### src/design/blwh_pkg.sv
// shared types and constants for the bounded-waiting lock hand-off block
// no dependencies; imported by the controller, datapath and top level
`default_nettype none
package blwh_pkg;

   // word layout on the request and response streams
   localparam int REQ_TDATA_W = 8;
   localparam int RSP_TDATA_W = 8;
   localparam int WHO_W       = 4;

   localparam logic OP_ACQUIRE = 1'b0;
   localparam logic OP_RELEASE = 1'b1;

   typedef enum logic {
      ST_IDLE,
      ST_SCAN
   } state_type;

   // controller to datapath
   typedef struct packed {
      logic load_req;   // request word accepted this cycle
      logic scan_step;  // examine one waiting bit
   } cmd_type;

   // datapath to controller
   typedef struct packed {
      logic out_free;     // response register can take a word
      logic req_release;  // incoming word is an in-range release
      logic hit;          // current scan slot is waiting
      logic last;         // current scan slot is the final one
   } status_type;

endpackage
`default_nettype wire

### src/design/blwh_ctrl.sv
// controller for the lock hand-off block: idle / scan state machine
// depends on blwh_pkg for the state, command and status types
`default_nettype none
module blwh_ctrl (
   input  wire                   clock,
   input  wire                   reset,
   input  wire                   req_tvalid,
   output logic                  req_tready,
   input  blwh_pkg::status_type  status,
   output blwh_pkg::cmd_type     cmd
);
   import blwh_pkg::*;

   state_type state_ff;
   state_type state_in;

   always_ff @(posedge clock) begin
      if (reset) begin
         state_ff <= ST_IDLE;
      end else begin
         state_ff <= state_in;
      end
   end

   always_comb begin
      state_in = state_ff;
      case (state_ff)
         ST_IDLE: begin
            if (req_tvalid && status.out_free && status.req_release) begin
               state_in = ST_SCAN;
            end
         end
         ST_SCAN: begin
            if (status.hit || status.last) begin
               state_in = ST_IDLE;
            end
         end
         default: state_in = ST_IDLE;
      endcase
   end

   always_comb begin
      req_tready    = 1'b0;
      cmd.load_req  = 1'b0;
      cmd.scan_step = 1'b0;
      case (state_ff)
         ST_IDLE: begin
            req_tready   = status.out_free;
            cmd.load_req = req_tvalid && status.out_free;
         end
         ST_SCAN: begin
            cmd.scan_step = 1'b1;
         end
         default: begin
            req_tready = 1'b0;
         end
      endcase
   end

endmodule
`default_nettype wire

### src/design/blwh_dp.sv
// datapath for the lock hand-off block: lock flag, waiting bits, scan
// pointer and response register; depends on blwh_pkg
`default_nettype none
module blwh_dp #(
   parameter int NUM_REQUESTERS = 16
) (
   input  wire                                clock,
   input  wire                                reset,
   input  wire [blwh_pkg::REQ_TDATA_W-1:0]    req_tdata,
   output logic                               rsp_tvalid,
   input  wire                                rsp_tready,
   output logic [blwh_pkg::RSP_TDATA_W-1:0]   rsp_tdata,
   input  blwh_pkg::cmd_type                  cmd,
   output blwh_pkg::status_type               status
);
   import blwh_pkg::*;

   localparam int IDX_W = $clog2(NUM_REQUESTERS);
   localparam int EXT_W = IDX_W + WHO_W;
   localparam logic [IDX_W-1:0] LAST_IDX = IDX_W'(NUM_REQUESTERS - 1);

   logic                      lock_held_ff, lock_held_in;
   logic [NUM_REQUESTERS-1:0] waiting_ff, waiting_in;
   logic [IDX_W-1:0]          scan_idx_ff, scan_idx_in;
   logic [IDX_W-1:0]          scan_cnt_ff, scan_cnt_in;
   logic                      rsp_valid_ff, rsp_valid_in;
   logic [RSP_TDATA_W-1:0]    rsp_data_ff, rsp_data_in;

   logic             req_op;
   logic [WHO_W-1:0] req_who;
   logic [EXT_W-1:0] who_ext;
   logic [IDX_W-1:0] who_idx;
   logic             who_ok;
   logic [EXT_W-1:0] holder_ext;
   logic [WHO_W-1:0] holder;

   // word fields, lowest bit first: op, requester
   assign req_op  = req_tdata[0];
   assign req_who = req_tdata[WHO_W:1];
   assign who_ext = {{IDX_W{1'b0}}, req_who};
   assign who_idx = who_ext[IDX_W-1:0];
   assign who_ok  = who_ext < EXT_W'(NUM_REQUESTERS);

   assign holder_ext = {{WHO_W{1'b0}}, scan_idx_ff};
   assign holder     = holder_ext[WHO_W-1:0];

   assign status.out_free    = !rsp_valid_ff || rsp_tready;
   assign status.req_release = who_ok && (req_op == OP_RELEASE);
   assign status.hit         = waiting_ff[scan_idx_ff];
   assign status.last        = scan_cnt_ff == LAST_IDX;

   always_comb begin
      lock_held_in = lock_held_ff;
      waiting_in   = waiting_ff;
      scan_idx_in  = scan_idx_ff;
      scan_cnt_in  = scan_cnt_ff;
      rsp_valid_in = rsp_valid_ff && !rsp_tready;
      rsp_data_in  = rsp_data_ff;

      if (cmd.load_req) begin
         // scan starts just after the releaser and wraps
         scan_idx_in = (who_idx == LAST_IDX) ? '0 : who_idx + 1'b1;
         scan_cnt_in = IDX_W'(1);
         if (!status.req_release) begin
            rsp_valid_in = 1'b1;
            rsp_data_in  = '0;
            if (who_ok) begin
               if (!lock_held_ff) begin
                  lock_held_in   = 1'b1;
                  rsp_data_in[0] = 1'b1;
               end else begin
                  waiting_in[who_idx] = 1'b1;
               end
            end
            rsp_data_in[6] = who_ok ? 1'b1 : lock_held_ff;
         end
      end

      if (cmd.scan_step) begin
         if (status.hit) begin
            waiting_in[scan_idx_ff] = 1'b0;
            lock_held_in            = 1'b1;
            rsp_valid_in            = 1'b1;
            rsp_data_in             = '0;
            rsp_data_in[1]          = 1'b1;
            rsp_data_in[5:2]        = holder;
            rsp_data_in[6]          = 1'b1;
         end else if (status.last) begin
            lock_held_in = 1'b0;
            rsp_valid_in = 1'b1;
            rsp_data_in  = '0;
         end else begin
            scan_idx_in = (scan_idx_ff == LAST_IDX) ? '0 : scan_idx_ff + 1'b1;
            scan_cnt_in = scan_cnt_ff + 1'b1;
         end
      end
   end

   always_ff @(posedge clock) begin
      if (reset) begin
         lock_held_ff <= 1'b0;
         waiting_ff   <= '0;
         rsp_valid_ff <= 1'b0;
      end else begin
         lock_held_ff <= lock_held_in;
         waiting_ff   <= waiting_in;
         rsp_valid_ff <= rsp_valid_in;
      end
   end

   always_ff @(posedge clock) begin
      scan_idx_ff <= scan_idx_in;
      scan_cnt_ff <= scan_cnt_in;
      rsp_data_ff <= rsp_data_in;
   end

   assign rsp_tvalid = rsp_valid_ff;
   assign rsp_tdata  = rsp_data_ff;

endmodule
`default_nettype wire

### src/design/bounded_waiting_lock_handoff.sv
// bounded-waiting lock: acquire gets a free lock or sets a waiting bit,
// release hands the lock to the next waiter in cyclic order.
// an acquire's response word is registered in the cycle after accept; a release
// runs a scan, one waiting bit examined per cycle, before its response word.
// one word in flight at a time; next word accepted once the response is taken.
// synchronous reset frees the lock and clears all waiting bits at once.
`default_nettype none
module bounded_waiting_lock_handoff #(
   parameter int NUM_REQUESTERS = 16
) (
   input  wire                               clock,
   input  wire                               reset,
   input  wire                               req_tvalid,
   output logic                              req_tready,
   input  wire [blwh_pkg::REQ_TDATA_W-1:0]   req_tdata,  // op, requester[3:0], pad
   output logic                              rsp_tvalid,
   input  wire                               rsp_tready,
   output logic [blwh_pkg::RSP_TDATA_W-1:0]  rsp_tdata   // granted_now, handed_off,
                                                         // new_holder[3:0], lock_busy, pad
);
   import blwh_pkg::*;

   cmd_type    cmd;
   status_type status;

   blwh_ctrl u_ctrl (
      .clock      (clock),
      .reset      (reset),
      .req_tvalid (req_tvalid),
      .req_tready (req_tready),
      .status     (status),
      .cmd        (cmd)
   );

   blwh_dp #(
      .NUM_REQUESTERS (NUM_REQUESTERS)
   ) u_dp (
      .clock      (clock),
      .reset      (reset),
      .req_tdata  (req_tdata),
      .rsp_tvalid (rsp_tvalid),
      .rsp_tready (rsp_tready),
      .rsp_tdata  (rsp_tdata),
      .cmd        (cmd),
      .status     (status)
   );

endmodule
`default_nettype wire

### config.mk
export PLATFORM = sky130hd
export DESIGN_NAME = bounded_waiting_lock_handoff
export DESIGN_NICKNAME = d
export VERILOG_FILES = /design/src/design/blwh_pkg.sv /design/src/design/blwh_ctrl.sv /design/src/design/blwh_dp.sv /design/src/design/bounded_waiting_lock_handoff.sv
export SDC_FILE = /design/constraint.sdc
export NUM_CORES = 1
export LEC_CHECK = 0
export BUFFER_PORTS_ARGS = -buffer_cell sky130_fd_sc_hd__buf_2
export CORE_MARGIN = 5
export CORE_UTILIZATION = 35
export DETAILED_ROUTE_END_ITERATION = 6
export PLACE_DENSITY = 0.51
export SLEW_MARGIN = 20
export SYNTH_ARGS = -nofsm -noshare
export SYNTH_HDL_FRONTEND = slang
export SYNTH_SLANG_ARGS = --single-unit
### constraint.sdc
create_clock -name clock -period 4.2 [get_ports clock]
set_input_delay 0.21 -clock clock [delete_from_list [all_inputs] [get_ports clock]]
set_output_delay 0.21 -clock clock [all_outputs]
set_load 0.02 [all_outputs]
Word-level counts from Yosys, hierarchy flattened:

Cells that the tools add are included.

* add/subtract/negate cells: 3
* bitwise operators: 4
* equal/unequal tests: 3
* magnitude comparators: 5
* mux-type cells: 46
* reduce and logical (&&, ||, !) cells: 10

Operator list (count)
* $mux 16: 6
* $mux 4: 10
* $mux 8: 5
* $mux 1: 21
* $and 16x16->16: 1
* $not 16->16: 1
* $or 16x16->16: 1
* $lt 4x5->1 const B: 3
* $add 4x1->4 const B: 3
* $eq 4x4->1 const B: 3
* $demux 1 s4: 2
* $ge 4x1->1 const B: 2
* $logic_and 1x1->1: 6
* $bmux 1 s4: 1
* $logic_not 1->1: 2
* $logic_or 1x1->1: 2
* $pmux 1 s2: 1
* $not 1->1: 1

* word-level logic and storage cells: 78
* output and inout port bits: 10
* input port bits: 12
* flip-flop bits (word level): 35

Logic depth before layout (Yosys ltp):

Gate-level depths: netlist (run 1).

* word-level depth: 12
* depth in mapped cells: 7
* depth with buffers taken out: 6

Cells and area by module:

Synthesis (run 1) repeated with hierarchy kept, for this count alone.

* cells, all modules: 211
* area total of the unflattened synthesis: 1881.8 µm²

Modules (own cells, without submodules)
* blwh_dp: cells an instance 204, area each 1816.7 µm², seq. area each 680.7 µm², instances 1
* blwh_ctrl: cells an instance 7, area each 65.1 µm², seq. area each 20.0 µm², instances 1

Worst setup path before layout (run 1):

OpenSTA, ideal clock, no wires.

* kind: register -> register
* from: register u_dp.scan_idx_ff[1], in the netlist u_dp.holder[1]
* to: register u_dp.scan_idx_ff[3], in the netlist u_dp.holder[3]
* setup slack: 2.025 ns
* required time: 4.128 ns
* arrival: 2.103 ns
* library setup time: 0.072 ns
* period minus slack after synthesis: 2.175 ns
* cell stages (with the launch flop): 6
* path buffers: 1
* cell sequence: dfxtp_1 > buf_6 > mux4_2 > mux4_2 > nor3_4 > mux2i_1

* longest elaborated chain between the ends: 5
* elaborated cells on any way between the ends: 8
* those cells by class: 1 x add/sub; 1 x eq/ne; 6 x mux

Ends and longest elaborated chain
* from (decl): RTL line blwh_dp.sv:24 `logic [IDX_W-1:0] scan_idx_ff, scan_idx_in;`
* from (signal assigned): RTL line blwh_dp.sv:112 `scan_idx_ff <= scan_idx_in;`
* $add 4x1->4 or $eq 4x4->1 (tied branches): RTL line blwh_dp.sv:93 `scan_idx_in = (scan_idx_ff == LAST_IDX) ? '0 : scan_idx_ff + 1'b1;`
* $mux 4: RTL line blwh_dp.sv:93
* $mux 4: RTL line blwh_dp.sv:88 `end else if (status.last) begin`
* $mux 4 *: RTL line blwh_dp.sv:80 `if (status.hit) begin`
* $mux 4 *: RTL line blwh_dp.sv:79 `if (cmd.scan_step) begin`
* via u_dp.scan_idx_in[3]: RTL line blwh_dp.sv:24

The timed path passes the listed nets; every way through them passes the cells marked *. The select of a mux whose other input is x is not followed.
A chain may end at the register's enable or synchronous reset.

Worst setup path in the final report (run 1):

Same ends and word-level chain as after synthesis.

==> metrics.md, run 1 <==
| Metric | Value |
|---|---|
| Status | complete, no violations |
| Ranking of synthesized cells by area | dfxtp_1, mux4_1, a311oi_1, ha_1, a21oi_1 |
| TritonCTS Buffers | 5 |
| First-pass detailed-route iteration total | 4 |
| FF-to-FF End | u_dp.holder[3] |
| Tot GR Track Use | 0.147 |
| Residual DRC count | 0 |
| Setup TNS | 0 ns |
| Largest net degree at the start of global routing | 27 |
| WP data arrival | 2.87 ns |
| Post-CTS Setup Bufs | 0 |
| Syn Area/Cell | around 9.8 um^2 |
| Core area | 0.00514 mm^2 |
| Maxcap violations | 0 |
| # IOs | 22 |
| CTS Hold Bufs | 0 |
| FF+latch count, synth | 35 |
| Die W | between 80 and 90 um |
| Clock Path Buffers | 2 |
| Setup WS post-layout | 1.54 ns |
| Initial antenna violation count | 0 |
| Reg2Reg Depth | 4 |
| Clock Latency Late Sink | 0.29 ns |
| Layout area overhead | 12.5% |
| Kind of critical path | flop to flop |
| Internal | about 0.58 mW |
| Cell count after synthesis | 191 |
| Cts repair resizes | 0 |
| Most common cell in the netlist | dfxtp_1 |
| H-tree Lvls | 2 |
| Fin nets | 227 |
| DRT antenna net count | 0 |
| Final Hold Vio Count | 0 |
| Achievable Freq | 376 MHz |
| Syn Nets | about 210 |
| Min-delay worst type | input pin to flop |
| Port bufs | 18 |
| Power per Cell Area | 405 mW/mm^2 |
| Critical-path maximum fanout | 14 |
| Die H | 83.1 um |
| Initial Utilization | 0.364 |
| Number of flops mapped to enable cells by yosys | 0 |
| Synth unique cells | 41 |
| Area of the multi-input gates | 0.00108 mm^2 |
| Routed wire per std cell | 18.0 um |
| FF-to-FF Start | u_dp.holder[1] |
| Global route total overflow | 0 |
| Sequential cell area | 701 um^2 |
| CTS tree | yes |
| Dpl ws | approximately 1.5 ns |
| Async S/R FF share, synth | 0 |
| Unrepaired setup endpoints after global routing | false |
| FILL cells | 556 |
| Hold EP | u_ctrl.state_ff |
| Crit end category | flop |
| FF-to-FF setup slack | 1.54 ns |
| Clock power share | 0.313 |
| Net Sw Power | 0.272 mW |
| Yosys top cell area share | 0.375 |
| # diodes | 0 |
| Total Power | 0.851 mW |
| Skew final | about 0.0066 ns |
| Die ar. | 0.00690 mm^2 |
| Worst hold start | req_tdata[0] |
| Ys flop type | dfxtp_1 |
| First-pass GRT wire length | 8140 um |
| Sw frac | 0.319 |
| Root Buffer | clkbuf_8 |
| Tcrit/Tclk final | 0.633 |
| Iter 0 DRT Violations | 70 |
| Hpwl dp | 3560 um |
| Synth warnings | 0 |
| Clock period minus worst slack | between 2 and 3 ns |
| Fin. max-slew vios | 0 |
| Share of cells above drive strength 1 | 0.164 |
| Cell Area, Synth | 0.00187 mm^2 |
| Share of total power in combinational logic | 0.205 |
| Vias | 1614 |
| Leakage power | 0.832 nW |
| Req. time, crit path | 4.42 ns |
| Sequential cell area fraction in the yosys report | 0.375 |
| Final Wtd Congestion | 0.833 |
| Worst Hold Depth | 3 |
| Reg power frac | 0.482 |
| Worst Tran Pin Value | 1.00 ns |
| Reg clk slew, reported paths | 0.07 ns |
| Max IR drop VDD | ~0.00015 V |
| Routed vias/inst | 5.83 |
| Final Setup Violations | 0 |
| DRT Wirelength | 5000 um |
| Vias in the first global route | 1662 |
| Slew HR | 0.331 |
| Final design utilization | 0.409 |
| Num Clock Sinks | 35 |
| Cell taking the most area after synthesis | dfxtp_1 |
| Startpoint Class | flop |
| Rows | 26 |
| Post-synth top cells | dfxtp_1, a21oi_1, a311oi_1 |
## worst max-delay path, cell delays in order, from the launching register on
cell and delay (ns):
dfxtp_1 0.72, mux4_1 0.69, mux4_2 0.56, nor3_4 0.39, mux2i_1 0.22
## cells by family after synthesis
kind of cell	Yosys count	synth area share
buffers and inverters	20	0.0462
DFF	35	0.375
muxes	12	0.137
xor gates and xnor gates	1	0.00469
AOI/OAI and AO/OA	65	0.228
and+or+nand+nor	49	0.149
adders and majority gates	9	0.0602
## worst max path at each step
stage,startpoint,end,slack (ns),depth (start not counted)
after detailed placement,u_dp.holder[1],u_dp.holder[1],1.54,4
after global routing,u_dp.holder[1],u_dp.holder[0],1.35,5
after floorplan,u_dp.holder[1],u_dp.holder[3],2.03,5
final,u_dp.holder[1],u_dp.holder[3],1.54,4
after global placement,u_dp.holder[1],u_dp.holder[1],1.59,4
after CTS,u_dp.holder[1],u_dp.holder[1],1.52,4
## power groups by stage
stage	sequential [mW]	combinational [mW]	clock, mW
4_1_cts	0.411	0.173	0.276
6_report	0.411	0.174	0.266
5_1_grt	0.417	0.192	0.290
2_1_floorplan	0.388	0.144	0
3_3_place_gp	0.418	0.170	0
3_5_place_dp	0.418	0.172	0
## cell type report
class | count | area share
Inverter | 9 | 0.0161
Multi-Input combinational cell | 136 | 0.515
Timing Repair Buffer | 19 | 0.0464
Tap cell | 70 | 0.0417
Clock buffer | 8 | 0.0476
Sequential cell | 35 | 0.333
## per-stage QoR
stage / cell area (um^2) / cells / hold WS, ns
2_1_floorplan: 1870 / 191 / 0.351
3_3_place_gp: 2000 / 269 / 0.427
3_5_place_dp: 2000 / 269 / 0.439
4_1_cts: 2100 / 277 / 0.178
5_1_grt: 2100 / 277 / 0.187
6_report: 2100 / 277 / 0.192
## metal layers
layer,vias up,wire length (um),track usage
li1,770,-,-
met2,51,2340,0.220
met5,-,0,0
met1,781,2310,0.192
met4,0,108,0.0713
met3,12,247,0.0416
## cells in the final DEF, fill, tap and decap left out, drive strengths merged
master,Yosys,routed
o32ai,1,1
and4b,1,1
nor3,3,3
dfxtp,35,35
xor2,1,1
a21oi,18,18
a21o,2,2
o2111a,1,1
nand3,7,7
a311oi,17,17
nor4b,1,1
o22ai,1,1
inv,9,9
ha,9,9
or4,1,1
nand3b,1,1
mux2i,2,2
a31oi,10,10
nand2,15,15
nand4b,1,1
clkbuf,5,8
nor2,6,6
and3,8,8
nor2b,1,1
o31ai,1,1
nand2b,2,2
and2,1,1
and4bb,1,1
mux4,9,9
buf,6,19
mux2,1,1
o21a,1,1
a22oi,1,1
o21ai,12,12
## flip-flops by register name (all words and copies together) (netlist names)
register           flops
u_dp.scan_cnt_ff       4
u_dp.waiting_ff       16
u_ctrl.state_ff        1
u_dp.rsp_tdata         8
u_dp.rsp_tvalid        1
u_dp.lock_held_ff      1
u_dp.holder            4
Power figures use the tool's default switching activity.
==> inputs of run 2 (changes only) <==
==> constraint.sdc (replaced) <==
create_clock -name clock -period 2.45 [get_ports clock]
set_input_delay 0.1225 -clock clock [delete_from_list [all_inputs] [get_ports clock]]
set_output_delay 0.1225 -clock clock [all_outputs]
set_load 0.02 [all_outputs]
==> metrics.md, run 2 (synthesized netlist as in run 1, its figures left out) <==
| Metric | Value |
|---|---|
| Critical Path Max Stage Delay | 0.59 ns |
| Req. time, crit path | 2.68 ns |
| Worst Hold Depth | 3 |
| Residual DRC count | 0 |
| Hpwl dp | 3610 um |
| FF-to-FF Start | u_dp.holder[1] |
| Unrepaired setup endpoints after global routing | false |
| Max IR drop VDD | ~0.00025 V |
| First-pass GRT wire length | ~8400 um |
| Hold EP | u_ctrl.state_ff |
| # IOs | 22 |
| Vias in the first global route | 1685 |
| Port bufs | 18 |
| WP data arrival | about 2.5 ns |
| Slew HR | 0.613 |
| Final Wtd Congestion | 0.812 |
| Cells along the critical path | buf_4 -> mux4_1 -> mux4_2 -> nand2_1 -> o2111a_1 |
| Critical-path maximum fanout | 12 |
| Register with the highest flop count | u_dp.waiting_ff |
| Post-CTS Setup Bufs | 0 |
| Routed vias/inst | ~5.9 |
| First-pass detailed-route iteration total | 4 |
| TritonCTS Buffers | 5 |
| Global route total overflow | 0 |
| Root Buffer | clkbuf_8 |
| Inst Count DP | 273 |
| DRT antenna net count | 0 |
| Share of cells above drive strength 1 | 0.192 |
| DRT Wirelength | 4920 um |
| Worst Tran Pin Value | 0.580 ns |
| Final Hold Vio Count | 0 |
| Share of total power in combinational logic | 0.232 |
| Achievable Freq | 447 MHz |
| Tcrit/Tclk final | 0.913 |
| Clock Latency Late Sink | 0.29 ns |
| Reg clk slew, reported paths | 0.07 ns |
| Kind of critical path | flop to flop |
| CP max stage cell | mux4_1 |
| Die H | approximately 83 um |
| Commonest non-fill, non-tap cell in the layout | dfxtp_1 |
| Rows | 26 |
| CTS tree | yes |
| Sw frac | 0.303 |
| Reg power frac | 0.423 |
| Skew final | roughly 0.0028 ns |
| Leakage power | 0.872 nW |
| Die ar. | 0.00690 mm^2 |
| Max FFs per register | 16 |
| Min-delay worst type | input pin to flop |
| Routed wire per std cell | 17.4 um |
| Initial antenna violation count | 0 |
| Maxcap violations | 0 |
| Layout area overhead | 15.8% |
| Vias | 1662 |
| Core area | 0.00514 mm^2 |
| Setup TNS | 0 ns |
| Largest net degree at the start of global routing | 20 |
| Final Setup Violations | 0 |
| Net Sw Power | approximately 0.47 mW |
| Internal | ~1.1 mW |
| Reg2Reg Depth | 5 |
| Initial Utilization | 0.364 |
| Clock power share | 0.345 |
| Die W | between 80 and 90 um |
| Num Clock Sinks | 35 |
| Status | complete, no violations |
| Commonest cells after routing, fill and taps aside | dfxtp_1, a21oi_1, buf_2 |
| Clock Path Buffers | 2 |
| Tot GR Track Use | 0.149 |
| Power per Cell Area | between 700 and 800 mW/mm^2 |
| Finished Layout Cells | about 280 |
| Cts repair resizes | 0 |
| FF-to-FF End | u_dp.rsp_tdata[0] |
| Worst path top cell family by delay | multiplexers |
| # diodes | 0 |
| Fin. max-slew vios | 0 |
| Worst hold start | req_tdata[0] |
| FF-to-FF setup slack | 0.21 ns |
| Crit end category | flop |
| Iter 0 DRT Violations | 123 |
| CTS Hold Bufs | 0 |
| Startpoint Class | flop |
| Clock period minus worst slack | 2.24 ns |
| WP buf/inv | 1 |
| H-tree Lvls | 2 |
| Fin nets | approximately 230 |
-- run 2: changes by cell type in the layout (fill, tap and decap cells not counted) --
cell       before  now
buf_4           1    7
clkbuf_8        7    6
clkinv_2        0    1
clkbuf_1        1    0
bufinv_16       0    1
-- run 2: metal layers --
layer | GRT usage | routed length (um) | up-vias
li1 | - | - | 785
met1 | 0.186 | 2210 | 783
met2 | 0.243 | 2230 | 82
met3 | 0.0356 | 355 | 12
met4 | 0.0654 | 122 | 0
met5 | 0 | 0 | -
-- run 2: how the worst max path moves through the flow --
stage / start / to / slack [ns] / depth (start not counted)
6_report: u_dp.holder[1] / u_dp.rsp_tdata[0] / 0.21 / 5
5_1_grt: u_dp.holder[1] / u_dp.rsp_tdata[5] / 0.09 / 6
4_1_cts: u_dp.holder[1] / u_dp.scan_cnt_ff[1] / 0.14 / 5
3_5_place_dp: u_dp.holder[1] / u_dp.scan_cnt_ff[1] / 0.16 / 5
3_3_place_gp: u_dp.holder[1] / u_dp.scan_cnt_ff[1] / 0.18 / 5
2_1_floorplan: u_dp.holder[1] / u_dp.holder[3] / 0.28 / 5
-- run 2: through the flow --
step,instance area [um^2],worst slack [ns],util,hold slack (ns),power (mW)
6_report,2160,0.213,0.421,0.0772,1.56
5_1_grt,2160,0.0949,0.421,0.115,1.63
4_1_cts,2150,0.141,0.418,0.0688,1.56
3_5_place_dp,2030,0.155,0.395,0.373,1.03
3_3_place_gp,2030,0.182,0.395,0.377,1.02
2_1_floorplan,1870,0.275,-,0.263,0.913
-- run 2: worst register-to-register path, delay by kind of cell, from the launching register on --
kind	cells	cell delay (ns)
buffers and inverters	1	0.14
multiplexers	2	1.15
AND/OR/NAND/NOR	1	0.33
flip-flops	1	0.33
AO/OA/AOI/OAI	1	0.24
-- run 2: final cells by class --
type                    count  area [um^2]
inverters                   9         33.8
clock inverters             2         35.0
flip-flops and latches     35          701
multi-input cells         136         1080
fillers                   514         2980
clock buffers               6         82.6
well taps                  70         87.6
repair buffers             25          143
-- run 2: power groups by stage --
stage          combinational, mW  clock (mW)  sequential [mW]
6_report                   0.361       0.538            0.661
5_1_grt                    0.395       0.571            0.668
4_1_cts                    0.358       0.547            0.660
3_5_place_dp               0.355           0            0.673
3_3_place_gp               0.353           0            0.672
2_1_floorplan              0.247           0            0.666
